**config.mk**
```make
export PLATFORM = sky130hd
export DESIGN_NAME = watchdog_keepalive_controller
export DESIGN_NICKNAME = d
export VERILOG_FILES = /design/src/rtl/wdkc_pkg.sv /design/src/rtl/wdkc_core.sv /design/src/rtl/watchdog_keepalive_controller.sv
export SDC_FILE = /design/constraint.sdc
export NUM_CORES = 1
export LEC_CHECK = 0
export BUFFER_PORTS_ARGS = -buffer_cell sky130_fd_sc_hd__clkbuf_2
export CORE_ASPECT_RATIO = 0.75
export CORE_MARGIN = 2
export CORE_UTILIZATION = 25
export CTS_CLUSTER_DIAMETER = 200
export DETAILED_ROUTE_END_ITERATION = 7
export PLACE_DENSITY = 0.38
export SYNTH_ARGS = -nofsm -noshare
export SYNTH_HDL_FRONTEND = slang
export SYNTH_HIERARCHICAL = 1
export SYNTH_SLANG_ARGS = --single-unit
```
**constraint.sdc**
```tcl
create_clock -name aclk -period 3.1 [get_ports aclk]
set_input_delay 0.62 -clock aclk [delete_from_list [all_inputs] [get_ports aclk]]
set_output_delay 0.62 -clock aclk [all_outputs]
set_load 0.05 [all_outputs]
```
**src/rtl/wdkc_pkg.sv**
```systemverilog
// ----------------------------------------------------------------------------
// Watchdog keepalive controller package
// Event kinds, status codes, limits and the item/result types of the block.
// ----------------------------------------------------------------------------
package wdkc_pkg;

    localparam int unsigned TDATA_IN_W  = 24;
    localparam int unsigned TUSER_IN_W  = 4;
    localparam int unsigned TDATA_OUT_W = 16;

    localparam logic [15:0] MAX_TIMEOUT     = 16'd256;
    localparam logic [8:0]  DEFAULT_TIMEOUT = 9'd30;
    localparam logic [7:0]  MAGIC_BYTE      = 8'h56;

    typedef enum logic [2:0] {
        KIND_TICK        = 3'd0,
        KIND_OPEN        = 3'd1,
        KIND_CLOSE       = 3'd2,
        KIND_WRITE       = 3'd3,
        KIND_KEEPALIVE   = 3'd4,
        KIND_SET_TIMEOUT = 3'd5,
        KIND_GET_TIMEOUT = 3'd6,
        KIND_SET_OPTIONS = 3'd7
    } kind_t;

    typedef enum logic [1:0] {
        STATUS_OK      = 2'd0,
        STATUS_BUSY    = 2'd1,
        STATUS_INVALID = 2'd2
    } status_t;

    // Option bits of a set-options request
    localparam int unsigned OPT_DISABLE = 0;
    localparam int unsigned OPT_ENABLE  = 1;

    typedef struct packed {
        logic               first_of_write;
        kind_t              kind;
        logic signed [9:0]  argument_value;
        logic [7:0]         data_byte;
    } item_t;

    // Packed so that status lands in the lowest bits of m_tdata
    typedef struct packed {
        logic       is_running;
        logic       system_reset;
        logic       hw_stop;
        logic       hw_reload;
        logic [8:0] timeout_value;
        status_t    status;
    } result_t;

endpackage

```
**src/rtl/wdkc_core.sv**
```systemverilog
// ----------------------------------------------------------------------------
// Watchdog keepalive core
// Holds the countdown and flags and turns one event into one result.
// ----------------------------------------------------------------------------
module wdkc_core (
    input  logic             aclk,
    input  logic             aresetn,
    input  logic             step,
    input  logic             no_way_out,
    input  wdkc_pkg::item_t  item,
    output wdkc_pkg::result_t result
);
    import wdkc_pkg::*;

    logic [8:0] countdown_reg, countdown_next;
    logic       running_reg, running_next;
    logic       opened_reg, opened_next;
    logic       magic_reg, magic_next;
    logic [8:0] timeout_reg, timeout_next;

    logic       start_expire;
    logic [8:0] start_count;
    logic       tick_expire;
    logic       arg_ok;

    // Start reloads and ticks once right away
    assign start_expire = (timeout_reg <= 9'd1);
    assign start_count  = start_expire ? 9'd0 : timeout_reg - 9'd1;
    assign tick_expire  = (countdown_reg <= 9'd1);

    assign arg_ok = !item.argument_value[9] && (item.argument_value[8:0] != 9'd0)
                    && ({7'd0, item.argument_value[8:0]} <= MAX_TIMEOUT);

    always_comb begin
        countdown_next = countdown_reg;
        running_next   = running_reg;
        opened_next    = opened_reg;
        magic_next     = magic_reg;
        timeout_next   = timeout_reg;
        result         = '0;
        result.status  = STATUS_OK;

        case (item.kind)
            KIND_TICK: begin
                if (running_reg) begin
                    result.hw_reload = 1'b1;
                    if (tick_expire) begin
                        countdown_next      = 9'd0;
                        running_next        = 1'b0;
                        result.system_reset = 1'b1;
                    end else begin
                        countdown_next = countdown_reg - 9'd1;
                    end
                end
            end
            KIND_OPEN: begin
                if (opened_reg) begin
                    result.status = STATUS_BUSY;
                end else begin
                    opened_next         = 1'b1;
                    countdown_next      = start_count;
                    running_next        = !start_expire;
                    result.hw_reload    = 1'b1;
                    result.system_reset = start_expire;
                end
            end
            KIND_CLOSE: begin
                if (magic_reg) begin
                    running_next   = 1'b0;
                    result.hw_stop = 1'b1;
                end else begin
                    countdown_next      = start_count;
                    running_next        = !start_expire;
                    result.hw_reload    = 1'b1;
                    result.system_reset = start_expire;
                end
                opened_next = 1'b0;
                magic_next  = 1'b0;
            end
            KIND_WRITE: begin
                if (!no_way_out) begin
                    if (item.data_byte == MAGIC_BYTE) begin
                        magic_next = 1'b1;
                    end else if (item.first_of_write) begin
                        magic_next = 1'b0;
                    end
                end
                countdown_next = timeout_reg;
            end
            KIND_KEEPALIVE: begin
                countdown_next = timeout_reg;
            end
            KIND_SET_TIMEOUT: begin
                if (arg_ok) begin
                    timeout_next         = item.argument_value[8:0];
                    countdown_next       = item.argument_value[8:0];
                    result.timeout_value = item.argument_value[8:0];
                end else begin
                    result.status = STATUS_INVALID;
                end
            end
            KIND_GET_TIMEOUT: begin
                result.timeout_value = timeout_reg;
            end
            KIND_SET_OPTIONS: begin
                if (!item.argument_value[OPT_DISABLE] && !item.argument_value[OPT_ENABLE]) begin
                    result.status = STATUS_INVALID;
                end else begin
                    if (item.argument_value[OPT_DISABLE]) begin
                        running_next   = 1'b0;
                        result.hw_stop = 1'b1;
                    end
                    if (item.argument_value[OPT_ENABLE]) begin
                        countdown_next      = start_count;
                        running_next        = !start_expire;
                        result.hw_reload    = 1'b1;
                        result.system_reset = start_expire;
                    end
                end
            end
            default: begin
                result.status = STATUS_OK;
            end
        endcase

        result.is_running = running_next;
    end

    always_ff @(posedge aclk) begin
        if (!aresetn) begin
            countdown_reg <= 9'd0;
            running_reg   <= 1'b0;
            opened_reg    <= 1'b0;
            magic_reg     <= 1'b0;
            timeout_reg   <= DEFAULT_TIMEOUT;
        end else if (step) begin
            countdown_reg <= countdown_next;
            running_reg   <= running_next;
            opened_reg    <= opened_next;
            magic_reg     <= magic_next;
            timeout_reg   <= timeout_next;
        end
    end

endmodule

```
**src/rtl/watchdog_keepalive_controller.sv**
```systemverilog
// ----------------------------------------------------------------------------
// Watchdog keepalive controller
// Software countdown with magic close in front of a hardware watchdog.
// ----------------------------------------------------------------------------
// One event is taken per transfer on the s_ side and gives exactly one result
// transfer on the m_ side, in order. The block takes a new event every cycle
// unless m_tready stalls it: an input register feeds the event logic, which
// writes the state and a result register in the same cycle, so a result goes
// through the input and result registers to m_tdata and holds until m_tready.
// Set no_way_out through the cfg_ channel only while no events are in flight.
module watchdog_keepalive_controller (
    input  logic                               aclk,
    input  logic                               aresetn,
    // s_tdata: data_byte[7:0], argument_value[17:8], zero pad [23:18]
    input  logic [wdkc_pkg::TDATA_IN_W-1:0]    s_tdata,
    // s_tuser: kind[2:0], first_of_write[3]
    input  logic [wdkc_pkg::TUSER_IN_W-1:0]    s_tuser,
    input  logic                               s_tvalid,
    output logic                               s_tready,
    // m_tdata: status[1:0], timeout_value[10:2], hw_reload[11], hw_stop[12],
    //          system_reset[13], is_running[14], zero pad [15]
    output logic [wdkc_pkg::TDATA_OUT_W-1:0]   m_tdata,
    output logic                               m_tvalid,
    input  logic                               m_tready,
    input  logic                               cfg_data,
    input  logic                               cfg_valid,
    output logic                               cfg_ready
);
    import wdkc_pkg::*;

    item_t   in_item_reg;
    logic    in_valid_reg, in_valid_next;
    result_t result;
    result_t out_reg;
    logic    out_valid_reg, out_valid_next;
    logic    no_way_out_reg;
    logic    step;
    logic    s_accept;

    assign step     = in_valid_reg && (!out_valid_reg || m_tready);
    assign s_tready = !in_valid_reg || step;
    assign s_accept = s_tvalid && s_tready;

    assign in_valid_next  = s_accept || (in_valid_reg && !step);
    assign out_valid_next = step || (out_valid_reg && !m_tready);

    assign cfg_ready = 1'b1;

    always_ff @(posedge aclk) begin
        if (!aresetn) begin
            in_valid_reg   <= 1'b0;
            out_valid_reg  <= 1'b0;
            no_way_out_reg <= 1'b0;
        end else begin
            in_valid_reg  <= in_valid_next;
            out_valid_reg <= out_valid_next;
            if (cfg_valid) begin
                no_way_out_reg <= cfg_data;
            end
        end
    end

    always_ff @(posedge aclk) begin
        if (s_accept) begin
            in_item_reg.data_byte      <= s_tdata[7:0];
            in_item_reg.argument_value <= s_tdata[17:8];
            in_item_reg.kind           <= kind_t'(s_tuser[2:0]);
            in_item_reg.first_of_write <= s_tuser[3];
        end
        if (step) begin
            out_reg <= result;
        end
    end

    wdkc_core u_core (
        .aclk       (aclk),
        .aresetn    (aresetn),
        .step       (step),
        .no_way_out (no_way_out_reg),
        .item       (in_item_reg),
        .result     (result)
    );

    assign m_tdata  = {1'b0, out_reg};
    assign m_tvalid = out_valid_reg;

endmodule

```
## Word level (Yosys, flattened, before mapping)

Cells that the tools add are included.

- Output and inout port bits: 19
- Logic and storage cells: 111
- Register bits after elaboration: 61

- Reduce and logical (&&, ||, !) cells: 29
- Add/sub/neg operators: 2
- Order comparisons: 3
- Eq/ne operators: 16
- Mux-type cells: 43

Operators by type and width:

| cell | count |
|---|---|
| $mux 9 | 9 |
| $pmux 9 s6 | 1 |
| $mux 1 | 22 |
| $le 9x1->1 const B | 2 |
| $pmux 9 s2 | 1 |
| $sub 9x1->9 const B | 2 |
| $eq 3x3->1 const B | 4 |
| $pmux 1 s4 | 3 |
| $ne 2x2->1 const B | 5 |
| $le 9x9->1 const B | 1 |
| $reduce_bool 9->1 | 1 |
| $eq 8x7->1 const B | 1 |
| $logic_not 1->1 | 8 |
| $reduce_and 8->1 | 1 |
| $logic_and 1x1->1 | 7 |
| $eq 3x2->1 const B | 2 |
| $pmux 1 s2 | 3 |
| $pmux 2 s3 | 1 |
| $reduce_bool 6->1 | 1 |
| $logic_or 1x1->1 | 4 |
| $mux 2 | 2 |
| $ne 2x1->1 const B | 2 |
| $reduce_and 4->1 | 1 |
| $reduce_bool 2->1 | 2 |
| other kinds (7) | 7 |

## Longest topological paths before layout

Gate-level depths: netlist (run 1).

- Depth after elaboration: 6
- Gate-level depth with buffers: 9

## Cells and area by module

The synthesis (run 1) kept the hierarchy.

By module, submodules not included:

| module | cells an instance | seq. area each (um^2) | area each (um^2) | times used |
|---|---|---|---|---|
| wdkc_core | 240 | 420.4 | 1884.3 | 1 |
| watchdog_keepalive_controller | 53 | 1171.1 | 1261.2 | 1 |

## Worst setup path after synthesis (run 1)

OpenSTA, ideal clock, no wires.

- Kind: in2reg
- From: input m_tready
- To: register u_core.countdown_reg[5]
- Stages on the path: 6
- Required time: 3.024 ns
- Data arrival time: 2.627 ns
- Path slack: 0.398 ns
- Cell sequence: and2b_4 nor2b_1 nand2b_1 a221oi_1 nand3_1 o22ai_1

- Longest elaborated chain between the ends: 3

RTL lines:

| item | line | text |
|---|---|---|
| from (decl) | watchdog_keepalive_controller.sv:24 | `input logic m_tready,` |
| $logic_or 1x1->1 | watchdog_keepalive_controller.sv:40 | `assign step = in_valid_reg && (!out_valid_reg \|\| m_tready);` |
| $logic_and 1x1->1 | watchdog_keepalive_controller.sv:40 |  |
| named net step | watchdog_keepalive_controller.sv:37 | `logic step;` |
| $reduce_and 8->1 (no line) | - |  |
| to (signal assigned) | wdkc_core.sv:137 | `countdown_reg <= countdown_next;` |
| to (decl) | wdkc_core.sv:15 | `logic [8:0] countdown_reg, countdown_next;` |

The timed path passes the listed nets, and every way through them passes these cells.
A chain may end at the register's enable or synchronous reset.

## Worst setup path after layout (run 1)

- From: register in_item_reg[13] (netlist bit)
- To: register u_core.countdown_reg[5]

- Longest elaborated chain between the ends: 5
- Elaborated cells on any way between the ends: 8

RTL lines:

| item | line | text |
|---|---|---|
| from (decl) | watchdog_keepalive_controller.sv:31 | `item_t in_item_reg;` |
| parallel branches: the longest is 5 deep, another holds $le 9x9->1 | - |  |

Several ways; the timed one is not identified. The select of a mux whose other input is x is not followed.

==> results of run 1 <==
-- worst paths after layout --
| kind | startpoint | end | cells past startpoint |
|---|---|---|---|
| setup / recovery | in_item_reg[13]$_DFFE_PP_ | u_core/countdown_reg[5]$_SDFFE_PN0P_ | 5 |
| hold / removal | s_tdata[12] | in_item_reg[12]$_DFFE_PP_ | 1 |
| setup reg to reg | in_item_reg[13]$_DFFE_PP_ | u_core/countdown_reg[5]$_SDFFE_PN0P_ | 5 |
| hold reg to reg | u_core/magic_reg$_SDFFE_PN0P_ | u_core/magic_reg$_SDFFE_PN0P_ | 2 |
-- where the power goes --
| group | leakage (nW) | switching [W] | total (W) | internal, W |
|---|---|---|---|---|
| Sequential | 0.549 | 0.0000360 | 0.000939 | 0.000903 |
| Combinational | 0.796 | 0.000184 | 0.000288 | 0.000104 |
| Clock | 0.150 | 0.000366 | 0.00107 | 0.000706 |
| Total | 1.49 | 0.000585 | 0.00230 | 0.00171 |
-- metal layers --
| layer | vias to the layer above | track usage, % |
|---|---|---|
| met4 | 0 | 5.89 |
| met2 | 79 | 18.8 |
| met1 | 1128 | 20.3 |
| met5 | - | 0 |
| li1 | 1221 | - |
| met3 | 13 | 3.75 |
-- kinds of logic after synthesis --
group                    count (synthesis)  synth area share (%)
AO/OA/AOI/OAI                           80                  19.7
XOR/XNOR                                 5                  1.39
adder cells (fa/ha/maj)                  4                  1.59
buffers and inverters                   30                  4.30
flip-flops                              61                  50.6
multiplexers                            12                  3.82
other                                    2                 0.239
AND/OR/NAND/NOR                         99                  18.4
-- cell type report --
type                    instances  area, um^2  share of cell area (%)
inverters                      11        43.8                    1.13
multi-input cells             202        1430                    36.6
repair buffers                 55         303                    7.79
clock inverters                 5        85.1                    2.19
flip-flops and latches         61        1590                    40.9
well taps                     166         208                    5.34
clock buffers                  11         233                    5.98
-- placed cells by master, fill, tap and decap left out, types with 3 or more instances in the layout --
cell	instances
a311oi_1	3
o21ai_1	3
a211oi_1	6
o21ai_0	9
nand3_1	6
clkbuf_2	44
nand2b_1	5
o21a_1	5
clkbuf_16	9
mux2i_1	12
nand2_1	16
xnor2_1	3
nor2_1	18
o311ai_1	3
buf_4	11
nor3_1	14
ha_1	4
a21oi_1	8
a22o_1	12
inv_1	10
o31ai_1	3
dfxtp_1	24
nor4_1	5
nor2b_1	4
nor3b_1	3
edfxtp_1	37
nand3b_1	3
-- worst reg2reg max path, stage by stage, from the launching register on --
cell      delay (ps)
edfxtp_1         500
or4_4            570
o21a_1           240
o41ai_4          490
nand3_1          350
o22ai_1          250
-- stage by stage --
step                setup slack [ps]  cells  area (um^2)
detailed placement               651    495         3570
CTS                              649    511         3890
finish                           621    511         3890
floorplan                        398    293         3150
global placement                 582    495         3570
global route                     398    511         3890
==> flow_metrics.env, run 1 <==
export IMPL_drt_iter0_drc=121
export IMPL_endpoint_kind="flop"
export IMPL_cts_root_buf="clkbuf_16"
export IMPL_final_hold_viol_count=0
export IMPL_holdBufCountCts=0
export IMPL_numCtsBuffers=9
export IMPL_finalCritPeriodShare_pct=80.0
export IMPL_drive_above_1_share_pct=24.6
export IMPL_grt_total_usage_pct=13.8
export IMPL_async_flop_share_pct=0
export IMPL_setup_violations=0
export IMPL_drv_slew=0
export IMPL_synth_top_area_share_pct=35.3
export IMPL_maxCapViolations=0
export IMPL_ys_ff_latch=61
export IMPL_power_density_nw_per_um2=591
export IMPL_start_kind="flop"
export IMPL_crit_chain="or4_4 > o21a_1 > o41ai_4 > nand3_1 > o22ai_1"
export IMPL_crit_type="reg2reg"
export IMPL_portBuffers=44
export IMPL_drc=0
export IMPL_ios=53
export IMPL_clock_latency_ps=330
export IMPL_grt_ovfl_total=0
export IMPL_fillers=1293
export IMPL_syn2layout_area_growth_pct=23.6
export IMPL_tritoncts="yes"
export IMPL_post_cts_resize_count=0
export IMPL_post_cts_buffers=0
export IMPL_cpPeakStageDelay_ps=570
export IMPL_min_path_type="in2reg"
export IMPL_cp_slowest_cell="or4_4"
export IMPL_clkSinkCount=61
export IMPL_fp_coreArea_um2=12300
export IMPL_relSlewSlack_pct=52.6
export IMPL_dpl_hpwl_um=6150
export IMPL_die_area_um2=13500
export IMPL_grt_pass1_wl_um=14000
export IMPL_netlist_area_um2=3150
export IMPL_viasPerCell=4.78
export IMPL_clock_path_buffers=2
export IMPL_critPathArrivalTime_ps=2730
export IMPL_wl_met3_um=516
export IMPL_fin_crit_ps=2480
export IMPL_fp_dieH_um=101
export IMPL_fmax_mhz=403
export IMPL_ir_worst_vdd_v=0.000280
export IMPL_via_count=2441
export IMPL_grt_pass1_vias=2437
export IMPL_antenna_found_initial=0
export IMPL_crit_required_ps=3350
export IMPL_syn_area_per_cell_um2=10.7
export IMPL_synth_seq_area_share_pct=50.6
export IMPL_initial_core_util_pct=25.7
export IMPL_top_layer_used="met4"
export IMPL_syn_nets=331
export IMPL_postRouteAntennaNets=0
export IMPL_placementRows=35
export IMPL_synth_cell_types=68
export IMPL_final_util_pct=31.7
export IMPL_whs_ps=460
export IMPL_outcome="complete, no violations"
export IMPL_synthCells=293
export IMPL_synthTopCellsByArea="edfxtp_1 (35%), dfxtp_1 (15%), mux2i_1 (3.8%), a22o_1 (3.3%), nor3_1 (2.2%)"
export IMPL_synth_most_common_cell="edfxtp_1"
export IMPL_cts_htree_levels=3
export IMPL_synth_edf_count=37
export IMPL_finalSetupTns_ps=0
export IMPL_drt_met1_wl_um=4590
export IMPL_routed_wl_met2_um=3350
export IMPL_nets=378
export IMPL_power_w=0.00230
export IMPL_grt_max_degree=23
export IMPL_routed_wl_um=8620
export IMPL_finClkSkew_ps=8.01
export IMPL_reg2reg_setup_slack_ps=620
export IMPL_largest_reg_flops=22
export IMPL_rsz0062_at_grt="no"
export IMPL_num_antenna_cells=0
export IMPL_dr_pass1_iters=5
export IMPL_synth_common_cells="edfxtp_1 (37), dfxtp_1 (24), nor2_1 (18), nand2_1 (16), nor3_1 (14)"
export IMPL_place_congestion=0.789
export IMPL_yosysTopAreaCell="edfxtp_1"
export IMPL_tightest_slew_ps=693
export IMPL_synth_ff_type="edfxtp_1"
export IMPL_wire_per_inst_um=16.9
export IMPL_path_buf_inv=0
export IMPL_p_leak_nw=1.49
export IMPL_yosys_warnings=6
export IMPL_clk_pin_slew_ps=60
export IMPL_die_w_um=134
export IMPL_cp_max_fo=6
export IMPL_cp_top_family="compound AO/OA/AOI/OAI gates"
Note: power is estimated with default switching activity, not from simulation.
==> run 2, diff against run 1 <==
- clock period: 3.1 -> 2.5 ns (I/O delays scaled with it)
==> flow_metrics.env, run 2 (synthesis gave the netlist of run 1 again) <==
export IMPL_tightest_slew_ps=553
export IMPL_cp_num_cells=7
export IMPL_switching_power_w=0.000755
export IMPL_clock_latency_ps=340
export IMPL_finClkSkew_ps=6.07
export IMPL_cp_max_fo=8
export IMPL_dpl_hpwl_um=6520
export IMPL_syn2layout_area_growth_pct=28.1
export IMPL_grt_max_degree=23
export IMPL_drv_slew=0
export IMPL_worst_slack_ps=203
export IMPL_setup_violations=0
export IMPL_cp_top_family="compound AO/OA/AOI/OAI gates"
export IMPL_power_density_nw_per_um2=693
export IMPL_cp_slowest_cell="or4_1"
export IMPL_grt_total_usage_pct=14.0
export IMPL_fmax_mhz=435
export IMPL_post_cts_buffers=0
export IMPL_routed_wl_um=8950
export IMPL_die_area_um2=13500
export IMPL_clock_path_buffers=2
export IMPL_maxCapViolations=0
export IMPL_fillers=1292
export IMPL_initial_core_util_pct=25.7
export IMPL_portBuffers=44
export IMPL_ir_worst_vdd_v=0.000367
export IMPL_p_comb_share_pct=14.1
export IMPL_internal_power_w=0.00204
export IMPL_antenna_found_initial=0
export IMPL_relSlewSlack_pct=62.9
export IMPL_finalSetupTns_ps=0
export IMPL_p_leak_nw=1.58
export IMPL_most_common_layout_cells="clkbuf_2 (44), edfxtp_1 (37), buf_4 (31), dfxtp_1 (24), nor2_1 (18)"
export IMPL_fp_dieH_um=101
export IMPL_min_path_type="in2reg"
export IMPL_viasPerCell=4.80
export IMPL_path_buf_inv=2
export IMPL_ios=53
export IMPL_swShare_pct=27.0
export IMPL_wire_per_inst_um=16.8
export IMPL_final_hold_viol_count=0
export IMPL_crit_required_ps=2720
export IMPL_cpPeakStageDelay_ps=540
export IMPL_numCtsBuffers=9
export IMPL_postRouteAntennaNets=0
export IMPL_critPathArrivalTime_ps=2520
export IMPL_via_count=2551
export IMPL_post_place_ws_ps=76.0
export IMPL_die_w_um=134
export IMPL_rsz0062_at_grt="no"
export IMPL_placementRows=35
export IMPL_drive_above_1_share_pct=29.3
export IMPL_final_util_pct=32.9
export IMPL_grt_ovfl_total=0
export IMPL_grt_pass1_wl_um=14000
export IMPL_power_w=0.00279
export IMPL_fp_coreArea_um2=12300
export IMPL_drc=0
export IMPL_cts_htree_levels=3
export IMPL_num_antenna_cells=0
export IMPL_nets=398
export IMPL_dr_pass1_iters=4
export IMPL_clkSinkCount=61
export IMPL_cts_root_buf="clkbuf_16"
export IMPL_hold_depth=1
export IMPL_endpoint_kind="flop"
export IMPL_crit_type="reg2reg"
export IMPL_largest_reg_flops=22
export IMPL_tritoncts="yes"
export IMPL_grt_pass1_vias=2443
export IMPL_layout_commonest_cell="clkbuf_2"
export IMPL_finalCritPeriodShare_pct=91.9
export IMPL_holdBufCountCts=0
export IMPL_clock_power_share_pct=44.5
export IMPL_clk_pin_slew_ps=60
export IMPL_whs_ps=335
export IMPL_outcome="complete, no violations"
export IMPL_reg2reg_depth=7
export IMPL_drt_iter0_drc=185
export IMPL_fin_crit_ps=2300
export IMPL_place_congestion=0.781
export IMPL_crit_chain="or4_1 > o21a_1 > o41ai_4 > buf_4 > inv_4 > o311ai_1 > o21ai_1"
export IMPL_start_kind="flop"
export IMPL_p_seq_share_pct=41.4
## run 2: cell count changes in the layout (fill, tap and decap cells not counted), sizes merged
cell,before,now
buf,11,31
bufinv,2,1
clkbuf,55,54
clkinv,2,3
clkinvlp,1,2
## run 2: metrics by stage
stage	area, um^2	cells
4_1_cts	4010	531
3_5_place_dp	3720	515
2_1_floorplan	3150	293
5_1_grt	4030	531
3_3_place_gp	3720	515
6_report	4030	531
## run 2: area by class of cell
type / count / area [um^2] / area share, %
multi-input combinational: 202 / 1440 / 35.8
inverter: 11 / 43.8 / 1.09
clock buffer: 10 / 229 / 5.68
sequential: 61 / 1590 / 39.5
tap: 166 / 208 / 5.15
timing repair buffer: 75 / 453 / 11.2
clock inverter: 6 / 63.8 / 1.58
## run 2: timing repair
item	CTS	global route
resized for setup	0	2
endpoints found under the hold margin	0	0
setup endpoints to repair	0	9
## run 2: worst paths after layout
kind / from / to / slack, ps
hold reg to reg: u_core/magic_reg$_SDFFE_PN0P_ / u_core/magic_reg$_SDFFE_PN0P_ / 480
setup / recovery: in_item_reg[10]$_DFFE_PP_ / u_core/countdown_reg[2]$_SDFFE_PN0P_ / 200
hold / removal: s_tuser[3] / in_item_reg[21]$_DFFE_PP_ / 330
setup reg to reg: in_item_reg[10]$_DFFE_PP_ / u_core/countdown_reg[2]$_SDFFE_PN0P_ / 200
## run 2: worst register-to-register path, delay by kind of cell, from the launching register on
kind	cells	cell delay, ps
buffers and inverters	2	290
and+or+nand+nor	1	540
DFF	1	460
AOI/OAI and AO/OA	4	880
## run 2: power by group through the flow
stage | sequential [W] | combinational [W] | clock (W)
final | 0.00116 | 0.000392 | 0.00124
after global routing | 0.00116 | 0.000426 | 0.00131
after CTS | 0.00116 | 0.000392 | 0.00127
after detailed placement | 0.00118 | 0.000390 | 0
after global placement | 0.00118 | 0.000393 | 0
after floorplan | 0.00121 | 0.000210 | 0
## run 2: per-layer routing
layer / part of all wire, % / GRT usage [%] / vias up
met2: 39 / 19.0 / 66
met5: 0 / 0 / -
met4: 1.5 / 5.81 / 0
met3: 4.7 / 3.70 / 11
li1: - / - / 1266
met1: 54 / 20.7 / 1208
==> run 3, diff against run 2 <==
- ABC_AREA: not set -> 1
- CORE_UTILIZATION: 25 -> 50
- PLACE_DENSITY: 0.38 -> 0.68
- SKIP_CTS_REPAIR_TIMING: not set -> 1
==> flow_metrics.env, run 3 <==
export IMPL_synth_top_area_share_pct=35.2
export IMPL_final_cell_area_um2=3600
export IMPL_largest_reg_flops=22
export IMPL_syn_nets=412
export IMPL_layout_cells_non_filler=509
export IMPL_p_leak_nw=1.64
export IMPL_tritoncts="yes"
export IMPL_rsz0062_at_grt="no"
export IMPL_synth_edf_count=37
export IMPL_synth_compound_area_share_pct=8.81
export IMPL_drive_above_1_share_pct=19.9
export IMPL_nets=461
export IMPL_syn_area_per_cell_um2=8.43
export IMPL_cts_root_buf="clkbuf_8"
export IMPL_grt_total_usage_pct=21.7
export IMPL_clk_pin_slew_ps=80
export IMPL_grt_ovfl_total=0
export IMPL_drv_slew=0
export IMPL_most_common_layout_cells="nand2_1 (90), nor2_1 (52), inv_1 (45), clkbuf_2 (44), edfxtp_1 (37)"
export IMPL_clock_latency_ps=360
export IMPL_dr_pass1_iters=5
export IMPL_grt_pass1_wl_um=11000
export IMPL_antenna_found_initial=0
export IMPL_syn2layout_area_growth_pct=14.1
export IMPL_use_met3_pct=6.61
export IMPL_synth_simple_area_share_pct=27.2
export IMPL_yosys_area_share_xor_xnor_pct=3.05
export IMPL_ys_ff_latch=61
export IMPL_synthCells=374
export IMPL_grt_max_degree=23
export IMPL_synthTopCellsByArea="edfxtp_1 (35%), dfxtp_1 (15%), nand2_1 (11%), nor2_1 (6.2%), inv_1 (5.4%)"
export IMPL_outcome="complete, no violations"
export IMPL_worst_slack_ps=530
export IMPL_layout_commonest_cell="nand2_1"
export IMPL_reg2reg_depth=7
export IMPL_met1_usage_pct=30.7
export IMPL_endpoint_kind="flop"
export IMPL_drc=0
export IMPL_post_place_ws_ps=580
export IMPL_relSlewSlack_pct=53.9
export IMPL_crit_required_ps=2780
export IMPL_power_density_nw_per_um2=643
export IMPL_timing_rr_start="in_item_reg[9]$_DFFE_PP_"
export IMPL_hold_depth=1
export IMPL_ir_worst_vdd_v=0.000318
export IMPL_top_usage_layer="met1"
export IMPL_viasPerCell=5.12
export IMPL_fp_coreArea_um2=6190
export IMPL_finClkSkew_ps=11.6
export IMPL_reg2reg_setup_slack_ps=530
export IMPL_startpoint="in_item_reg[9]$_DFFE_PP_"
export IMPL_synth_most_common_cell="nand2_1"
export IMPL_synth_seq_area_share_pct=50.5
export IMPL_die_area_um2=6970
export IMPL_yosysTopAreaCell="edfxtp_1"
export IMPL_synth_ff_type="edfxtp_1"
export IMPL_clkSinkCount=61
export IMPL_postRouteAntennaNets=0
export IMPL_min_path_type="in2reg"
export IMPL_clock_path_buffers=2
export IMPL_ios=53
export IMPL_fin_crit_ps=1970
export IMPL_fp_dieH_um=72.8
export IMPL_dp_cells=493
export IMPL_num_antenna_cells=0
export IMPL_synth_top_family_by_area="simple AND/OR/NAND/NOR gates"
export IMPL_netlist_area_um2=3150
export IMPL_numCtsBuffers=9
export IMPL_die_w_um=95.7
export IMPL_initial_core_util_pct=50.9
export IMPL_portBuffers=44
export IMPL_rr_endpoint="u_core/timeout_reg[0]$_SDFFE_PN0P_"
export IMPL_final_hold_viol_count=0
export IMPL_place_congestion=0.952
export IMPL_via_count=2605
export IMPL_synth_cell_types=34
export IMPL_maxCapViolations=0
export IMPL_grt_pass1_vias=2302
export IMPL_dpl_hpwl_um=5140
export IMPL_routed_wl_um=6970
export IMPL_dpl_cell_area_um2=3420
export IMPL_cp_max_fo=11
export IMPL_crit_type="reg2reg"
export IMPL_synth_mux_area_share_pct=0
export IMPL_yosys_warnings=6
export IMPL_drt_iter0_drc=170
export IMPL_tightest_slew_ps=688
export IMPL_cts_htree_levels=3
export IMPL_finalSetupTns_ps=0
export IMPL_endpoint="u_core/timeout_reg[0]$_SDFFE_PN0P_"
export IMPL_async_flop_share_pct=0
export IMPL_met2_usage_pct=30.4
export IMPL_finalCritPeriodShare_pct=78.8
export IMPL_start_kind="flop"
export IMPL_whs_ps=308
export IMPL_fmax_mhz=508
export IMPL_synth_common_cells="nand2_1 (90), nor2_1 (52), inv_1 (45), edfxtp_1 (37)"
export IMPL_synthAdderAreaFrac_pct=1.59
export IMPL_setup_violations=0
export IMPL_wire_per_inst_um=13.7
export IMPL_placementRows=25
export IMPL_critPathArrivalTime_ps=2250
[run 3: cell count changes after synthesis, moves of 12 or more]
cell and delta:
nor3_1 -14, mux2i_1 -12, a22o_1 -12, nand2_1 +74, inv_1 +35, nor2_1 +34
nand3_1 +18
[run 3: through the flow]
stage	utilization, %	total power, W
6_report	58.1	0.00231
5_1_grt	58.1	0.00242
4_1_cts	58.1	0.00233
3_5_place_dp	55.2	0.00153
3_3_place_gp	55.2	0.00152
2_1_floorplan	-	0.00144
[run 3: how the worst min path moves through the flow]
stage,to,from,slack [ps]
final,in_item_reg[7]$_DFFE_PP_,s_tdata[7],310
after global routing,in_item_reg[7]$_DFFE_PP_,s_tdata[7],300
after CTS,in_item_reg[7]$_DFFE_PP_,s_tdata[7],300
after detailed placement,in_valid_reg$_SDFF_PN0_,in_valid_reg$_SDFF_PN0_,500
after global placement,u_core/opened_reg$_SDFFE_PN0P_,u_core/opened_reg$_SDFFE_PN0P_,490
after floorplan,m_tvalid$_SDFF_PN0_,in_valid_reg$_SDFF_PN0_,460
[run 3: report_power, final]
group	switching (W)	internal [W]
logic	0.000241	0.000110
registers	0.0000332	0.00112
clock network	0.000441	0.000370
[run 3: cell type report]
type,instances,area (um^2)
Sequential cell,61,1590
Multi-Input combinational cell,253,1290
Fill cell,577,2590
Inverter,52,195
Clock buffer,9,124
Tap cell,81,101
Clock inverter,7,57.6
Timing Repair Buffer,46,235
[run 3: metal layers]
metal	vias to the layer above	share of wire, %
met5	-	0
met3	17	7.9
met2	95	42
met4	0	2.3
li1	1320	-
met1	1173	48
[run 3: cell families (layout without fill, tap and decap cells)]
kind of cell	count (synthesis)	in the layout
fa+ha+maj	4	4
buf+inv	60	114
flops	61	61
other cells	2	2
simple gates	190	190
compound gates	46	46
xor+xnor	11	11
[run 3: critical path, cell delays in order (launching register included)]
cell	delay, ps
edfxtp_1	500
nor2_2	140
nand2_1	120
o21ai_2	170
nand3_4	150
nor3_2	560
nand2_1	100
a21oi_1	150
